### config.mk
export PLATFORM = sky130hd
export DESIGN_NAME = base64_stream_codec
export DESIGN_NICKNAME = d
export VERILOG_FILES = /design/src/hw/rtl/b64sc_pkg.sv /design/src/hw/rtl/b64sc_group.sv /design/src/hw/rtl/base64_stream_codec.sv
export SDC_FILE = /design/constraint.sdc
export NUM_CORES = 1
export LEC_CHECK = 0
export BUFFER_PORTS_ARGS = -buffer_cell sky130_fd_sc_hd__buf_2
export CAP_MARGIN = 20
export CORE_MARGIN = 1.5
export CORE_UTILIZATION = 35
export DETAILED_ROUTE_END_ITERATION = 7
export HOLD_SLACK_MARGIN = 0.1
export PLACE_DENSITY = 0.5
export SLEW_MARGIN = 10
export SYNTH_ARGS = -nofsm -noshare
export SYNTH_HDL_FRONTEND = slang
export SYNTH_HIERARCHICAL = 1
export SYNTH_SLANG_ARGS = --single-unit
### constraint.sdc
create_clock -name clk -period 4.2 [get_ports clk]
set_input_delay 0.63 -clock clk [delete_from_list [all_inputs] [get_ports clk]]
set_output_delay 0.63 -clock clk [all_outputs]
set_load 0.005 [all_outputs]
### src/hw/rtl/b64sc_pkg.sv
`timescale 1ns / 1ps
`default_nettype none
// ----------------------------------------------------------------------------
// b64sc_pkg
// Shared types, constants and character tables for the base64 stream codec.
// ----------------------------------------------------------------------------
package b64sc_pkg;

    localparam logic [7:0] PAD_CHAR  = 8'h3D;
    localparam logic       MODE_ENC  = 1'b0;
    localparam logic       MODE_DEC  = 1'b1;

    // results of one completed group, handed from the group logic to the queue
    typedef struct packed {
        logic            valid;
        logic [3:0][7:0] data;     // entry k is result k
        logic [1:0]      num_m1;   // number of results minus one
        logic            last;     // message ends with the final result
        logic            bad;      // bad input flag for every result
    } grp_out_t;

    // standard alphabet: sextet to character
    function automatic logic [7:0] enc_char(input logic [5:0] s);
        logic [7:0] c;
        if (s < 6'd26)
            c = 8'h41 + {2'b00, s};
        else if (s < 6'd52)
            c = 8'h61 + {2'b00, s - 6'd26};
        else if (s < 6'd62)
            c = 8'h30 + {2'b00, s - 6'd52};
        else if (s == 6'd62)
            c = 8'h2B;
        else
            c = 8'h2F;
        return c;
    endfunction

    // character to {valid, sextet}; pad reads as valid zero
    function automatic logic [6:0] dec_char(input logic [7:0] c);
        logic [7:0] t;
        logic [6:0] r;
        t = 8'h00;
        if (c >= 8'h41 && c <= 8'h5A) begin
            t = c - 8'h41;
            r = {1'b1, t[5:0]};
        end else if (c >= 8'h61 && c <= 8'h7A) begin
            t = c - 8'h61 + 8'd26;
            r = {1'b1, t[5:0]};
        end else if (c >= 8'h30 && c <= 8'h39) begin
            t = c - 8'h30 + 8'd52;
            r = {1'b1, t[5:0]};
        end else if (c == 8'h2B) begin
            r = {1'b1, 6'd62};
        end else if (c == 8'h2F) begin
            r = {1'b1, 6'd63};
        end else if (c == PAD_CHAR) begin
            r = {1'b1, 6'd0};
        end else begin
            r = {1'b0, t[5:0]};
        end
        return r;
    endfunction

endpackage
`default_nettype wire

### src/hw/rtl/b64sc_group.sv
`timescale 1ns / 1ps
`default_nettype none
// ----------------------------------------------------------------------------
// b64sc_group
// Mode register and group gathering; produces a full group of results in
// the cycle its completing item is accepted.
// ----------------------------------------------------------------------------
module b64sc_group (
    input  wire logic                clk,
    input  wire logic                rst_n,
    input  wire logic                mode_we,
    input  wire logic                mode_wdata,
    input  wire logic                item_accept,
    input  wire logic [7:0]          in_byte,
    input  wire logic                in_last,
    output b64sc_pkg::grp_out_t      grp_out
);
    import b64sc_pkg::*;

    logic        mode_reg;
    logic [23:0] bits_reg,  bits_next;
    logic [1:0]  count_reg, count_next;
    logic        tpad_reg,  tpad_next;
    logic        err_reg,   err_next;

    logic [23:0] bits_new;
    logic [6:0]  dec;
    logic        is_pad;
    logic        complete;
    logic        tpad_new;
    logic        err_new;
    grp_out_t    res;

    assign dec    = dec_char(in_byte);
    assign is_pad = (in_byte == PAD_CHAR);

    // merge the item into the group and build the results
    always_comb
    begin
        bits_new = bits_reg;
        tpad_new = tpad_reg;
        err_new  = err_reg;
        res      = '0;
        complete = 1'b0;
        if (mode_reg == MODE_ENC) begin
            case (count_reg)
                2'd0:    bits_new[23:16] = bits_reg[23:16] | in_byte;
                2'd1:    bits_new[15:8]  = bits_reg[15:8]  | in_byte;
                default: bits_new[7:0]   = bits_reg[7:0]   | in_byte;
            endcase
            complete    = (count_reg == 2'd2) || in_last;
            res.data[0] = enc_char(bits_new[23:18]);
            res.data[1] = enc_char(bits_new[17:12]);
            res.data[2] = (count_reg == 2'd0) ? PAD_CHAR : enc_char(bits_new[11:6]);
            res.data[3] = (count_reg != 2'd2) ? PAD_CHAR : enc_char(bits_new[5:0]);
            res.num_m1  = 2'd3;
            res.bad     = 1'b0;
        end else begin
            case (count_reg)
                2'd0:    bits_new[23:18] = bits_reg[23:18] | dec[5:0];
                2'd1:    bits_new[17:12] = bits_reg[17:12] | dec[5:0];
                2'd2:    bits_new[11:6]  = bits_reg[11:6]  | dec[5:0];
                default: bits_new[5:0]   = bits_reg[5:0]   | dec[5:0];
            endcase
            err_new  = err_reg | ~dec[6];
            tpad_new = tpad_reg | ((count_reg == 2'd2) && is_pad);
            complete = (count_reg == 2'd3) || in_last;
            res.data[0] = bits_new[23:16];
            res.data[1] = bits_new[15:8];
            res.data[2] = bits_new[7:0];
            res.data[3] = 8'h00;
            // trailing pad drops one byte, a third-place pad one more
            if (count_reg != 2'd3) begin
                res.num_m1 = 2'd2;
                res.bad    = 1'b1;
            end else begin
                res.bad = err_new;
                if (in_last && is_pad)
                    res.num_m1 = tpad_reg ? 2'd0 : 2'd1;
                else
                    res.num_m1 = 2'd2;
            end
        end
        res.last  = in_last;
        res.valid = item_accept && complete;
    end

    assign grp_out = res;

    // next group state
    always_comb
    begin
        bits_next  = bits_reg;
        count_next = count_reg;
        tpad_next  = tpad_reg;
        err_next   = err_reg;
        if (mode_we) begin
            bits_next  = '0;
            count_next = '0;
            tpad_next  = 1'b0;
            err_next   = 1'b0;
        end else if (item_accept) begin
            if (complete) begin
                bits_next  = '0;
                count_next = '0;
                tpad_next  = 1'b0;
                err_next   = 1'b0;
            end else begin
                bits_next  = bits_new;
                count_next = count_reg + 2'd1;
                tpad_next  = tpad_new;
                err_next   = err_new;
            end
        end
    end

    // state registers
    always_ff @(posedge clk or negedge rst_n)
    begin
        if (!rst_n) begin
            mode_reg  <= MODE_ENC;
            bits_reg  <= '0;
            count_reg <= '0;
            tpad_reg  <= 1'b0;
            err_reg   <= 1'b0;
        end else begin
            if (mode_we)
                mode_reg <= mode_wdata;
            bits_reg  <= bits_next;
            count_reg <= count_next;
            tpad_reg  <= tpad_next;
            err_reg   <= err_next;
        end
    end

endmodule
`default_nettype wire

### src/hw/rtl/base64_stream_codec.sv
`timescale 1ns / 1ps
`default_nettype none
// ----------------------------------------------------------------------------
// base64_stream_codec
// Streaming base64 encoder/decoder, standard alphabet, selected by mode.
// ----------------------------------------------------------------------------
// Usage:
//   mode_we/mode_wdata write the mode (0 encode, 1 decode) while idle; any
//   write drops a half-gathered group. Items enter on s_axis (tdata = byte or
//   character, tlast = end of message); results leave on m_axis (tdata =
//   character or byte, tlast = end of message, tuser = bad input flag).
//   An item is gathered in the cycle it is accepted. The request that
//   completes a group loads a pending group register, which moves to the
//   output buffer once that is free; the results then leave one per cycle
//   while the receiver is ready.
//   Input takes one request per cycle while the pending register is free.
//   The single output port sets the rate: encoding drains four results per
//   three bytes. Decoding pauses the input after each completed group, while
//   the group waits in the pending register.
//   If the receiver stalls, the output buffer and then the
//   pending register hold and s_axis_tready drops; nothing is lost.
//   Reset clears mode to encode and empties the group and both buffers.
// ----------------------------------------------------------------------------
module base64_stream_codec (
    input  wire logic       clk,
    input  wire logic       rst_n,
    input  wire logic       mode_we,
    input  wire logic       mode_wdata,
    input  wire logic       s_axis_tvalid,
    output logic            s_axis_tready,
    input  wire logic [7:0] s_axis_tdata,    // [7:0] in_byte
    input  wire logic       s_axis_tlast,
    output logic            m_axis_tvalid,
    input  wire logic       m_axis_tready,
    output logic [7:0]      m_axis_tdata,    // [7:0] out_byte
    output logic            m_axis_tlast,
    output logic            m_axis_tuser     // [0] bad_input
);
    import b64sc_pkg::*;

    grp_out_t        grp_out;
    logic            in_accept;

    logic            pend_valid_reg;
    logic [3:0][7:0] pend_data_reg;
    logic [1:0]      pend_num_reg;
    logic            pend_last_reg;
    logic            pend_bad_reg;

    logic            act_valid_reg;
    logic [3:0][7:0] act_data_reg;
    logic [1:0]      act_num_reg;
    logic [1:0]      act_idx_reg;
    logic            act_last_reg;
    logic            act_bad_reg;

    logic            act_final;
    logic            act_done;
    logic            act_load;

    assign s_axis_tready = ~pend_valid_reg;
    assign in_accept     = s_axis_tvalid & s_axis_tready;

    // group gathering
    b64sc_group u_group (
        .clk         (clk),
        .rst_n       (rst_n),
        .mode_we     (mode_we),
        .mode_wdata  (mode_wdata),
        .item_accept (in_accept),
        .in_byte     (s_axis_tdata),
        .in_last     (s_axis_tlast),
        .grp_out     (grp_out)
    );

    // output buffer handshake
    assign act_final = (act_idx_reg == act_num_reg);
    assign act_done  = act_valid_reg & m_axis_tready & act_final;
    assign act_load  = pend_valid_reg & (~act_valid_reg | act_done);

    assign m_axis_tvalid = act_valid_reg;
    assign m_axis_tdata  = act_data_reg[act_idx_reg];
    assign m_axis_tlast  = act_last_reg & act_final;
    assign m_axis_tuser  = act_bad_reg;

    // pending group register
    always_ff @(posedge clk or negedge rst_n)
    begin
        if (!rst_n)
            pend_valid_reg <= 1'b0;
        else if (grp_out.valid)
            pend_valid_reg <= 1'b1;
        else if (act_load)
            pend_valid_reg <= 1'b0;
    end

    always_ff @(posedge clk)
    begin
        if (grp_out.valid) begin
            pend_data_reg <= grp_out.data;
            pend_num_reg  <= grp_out.num_m1;
            pend_last_reg <= grp_out.last;
            pend_bad_reg  <= grp_out.bad;
        end
    end

    // output buffer control
    always_ff @(posedge clk or negedge rst_n)
    begin
        if (!rst_n) begin
            act_valid_reg <= 1'b0;
            act_idx_reg   <= '0;
        end else if (act_load) begin
            act_valid_reg <= 1'b1;
            act_idx_reg   <= '0;
        end else if (act_done) begin
            act_valid_reg <= 1'b0;
            act_idx_reg   <= '0;
        end else if (act_valid_reg && m_axis_tready) begin
            act_idx_reg   <= act_idx_reg + 2'd1;
        end
    end

    // output buffer payload
    always_ff @(posedge clk)
    begin
        if (act_load) begin
            act_data_reg <= pend_data_reg;
            act_num_reg  <= pend_num_reg;
            act_last_reg <= pend_last_reg;
            act_bad_reg  <= pend_bad_reg;
        end
    end

endmodule
`default_nettype wire
==> results.tsv <==
metric	value	unit
commonest non-fill, non-tap cell in the layout	a21oi_1	
layout overhead on the synthesized area	9.909	%
crit path kind	reg -> reg	
Worst EP arrival	3950	ps
final total power	3470	uW
crit path cell chain	inv_1 > ha_1 > inv_1 > o21ai_1 > inv_1 > ha_1 > or3b_2 > mux2i_1 > and3_1 > o21ai_0 > a311oi_1 > a31oi_1	
period utilization	92.14	%
H-tree depth	3	
Worst Path Required	4280	ps
Tmin final	3870	ps
placed cell area	7868	um^2
clk_skew	8.487	ps
design area	8188	um^2
vias per cell	5.951	
synthesized area	7450	um^2
full die area	22170	um^2
Detailed Place HPWL	17120	um
row cnt	53	
CP max stage delay	500	ps
Cells after Synth	765	
Setup crit end kind	register	
Fin Hold WS	372.8	ps
Top Ports	27	
Worst path slowest cell	or3b_2	
CTS buffer count	9	
global route overflow	0	
top post-synthesis cells by area	edfxtp_1 (29%), dfrtp_1 (11%), ha_1 (8.4%)	
synth unique cells	87	
ys async rst share	31.43	%
Slew headroom	32.12	%
gpl congestion	0.8588	
most common flop cell mapped by yosys	edfxtp_1	
Mapped Avg Cell Area	9.738	um^2
DRC violations left	0	
sequential fraction of the synthesis area	40.11	%
Final setup viols	0	
setup tns final	0	ps
core area	20960	um^2
Peak VDD IR	172.2	uV
most frequent cells in the layout	a21oi_1 (73), edfxtp_1 (72), nand2_1 (56), ha_1 (50)	
clock sinks	105	
dominant cell type by area after synthesis	edfxtp_1	
Slew Limit Fails	0	
# Max-Cap Violations	0	
Inst Count DP	1043	
Crit path max-delay family	adder cells	
Via Count	6302	
port bufs	26	
CTS tree	yes	
crit-path max FO	12	
Final nets	844	
DR pass1 iterations	5	
CP startpoint kind	register	
EDFF count, synth	72	
Clk Latency, worst-skew pair	360	ps
clock slew at reported path FFs	80	ps
Die Wd	148.9	um
initial antenna violation count	0	
first-pass GRT wire length	35110	um
WL/cell	21.71	um
clk root buf	clkbuf_16	
yosys warns	6	
Final Hold Vio Count	0	
ant diodes	0	
ANT nets after route	0	
Max Clock Freq	0.2584	GHz
CP dominant cell by count	inv_1	
largest net degree at the start of global routing	44	
vias in the first global route	5952	
Routed WL	22990	um
RSZ-0062 raised after global routing	false	
Die Span Y	148.9	um
static leakage	0.003125	uW
Final Non-Filler Cells	1059	
status	complete, no violations	
number of DRC markers in iteration 0	697	
worst path bufs/invs	3	
post-synth top area share	29.02	%
Slew @ Worst Pin	1016	ps
Synth Register Bits	105	
Net Count, Synth	830	
worst min path class	in -> async	
Initial Util	35.55	%
layout cells sized above 1	12.50	%
P per Cell Area	423.8	nW/um^2
GRT Util Overall	20.81	%
clock buffer depth	2	
[synth_stat cells, types with 3 or more instances]
master	number
ha_1	50
mux4_1	3
nand2b_1	7
xor2_1	7
inv_2	5
a32oi_1	3
nand4_1	5
o31ai_1	7
o211ai_1	9
nor2_1	41
or3_1	3
nand3b_1	3
nor2b_1	7
a21o_1	20
and2_1	8
edfxtp_1	72
nor3b_1	6
nor4_1	5
a311oi_1	5
dfrtp_1	33
nor3_1	13
o2111ai_1	3
a21boi_0	3
nand3_1	23
o221ai_1	7
a31oi_1	24
inv_1	39
mux2i_1	5
a211oi_1	20
a22oi_1	7
o21ai_0	33
and3_1	5
nand2_1	56
clkbuf_1	24
a21oi_1	73
o22ai_1	13
a21oi_2	4
or2_2	3
buf_2	11
mux4_2	5
o21ai_1	6
xnor2_1	34
[power by group]
group / switching, uW / internal [uW]
combinational: 700 / 439
sequential: 119 / 1320
clock: 414 / 480
[per-layer routing]
metal | up-vias | track usage [%] | wire [um]
met1 | 3095 | 28.81 | 10590
met2 | 239 | 33.52 | 10750
met5 | - | 0 | 0
li1 | 2940 | - | -
met3 | 28 | 2.538 | 1141
met4 | 0 | 7.277 | 505
[cells by family after synthesis]
kind of cell	after synthesis	share of synthesized area [%]
fa+ha+maj	50	8.398
compound gates	269	24.39
xor+xnor	41	4.820
buf+inv	83	4.787
simple gates	204	14.26
flops	105	40.11
mux	13	3.242
[area by class of cell]
class                           instances  area, um^2
Fill cell                            2125       12770
Multi-Input combinational cell        577        4120
Sequential cell                       105        2988
Tap cell                              275       344.1
Timing Repair Buffer                   42       250.2
Clock buffer                            9       225.2
Inverter                               44       165.2
Clock inverter                          7       95.09
[stage by stage]
stage	setup slack, ps	utilization, %
floorplan	411.5	-
global placement	375.1	37.54
detailed placement	207.4	37.54
CTS	193.0	39.07
global route	0.2065	39.07
finish	329.9	39.07
[path summary, 6_finish.rpt]
check	startpoint	to	slack, ps	cells past startpoint
min in group clk	pend_data_reg[23]	act_data_reg[23]	420	0
max reg2reg	u_group/count_reg[0]	pend_data_reg[4]	330	12
max in group asynchronous	rst_n	u_group/bits_reg[10]	3260	1
max	u_group/count_reg[0]	pend_data_reg[4]	330	12
min reg2reg	pend_data_reg[23]	act_data_reg[23]	420	0
min	rst_n	act_idx_reg[1]	370	1
[worst reg2reg max path, stage by stage (launching register included)]
cell and delay, ps:
dfrtp_1 430, inv_1 130, ha_1 470, inv_1 190, o21ai_1 330, inv_1 210, ha_1 340, or3b_2 500
mux2i_1 360, and3_1 200, o21ai_0 80, a311oi_1 300, a31oi_1 70
[timing repair]
action | in CTS | in global routing
setup buffers | 0 | 0
gates resized for setup | 0 | 1
endpoints found under the setup margin | 0 | 2
hold buffers | 0 | 0
(Power assumes the default switching activity.)
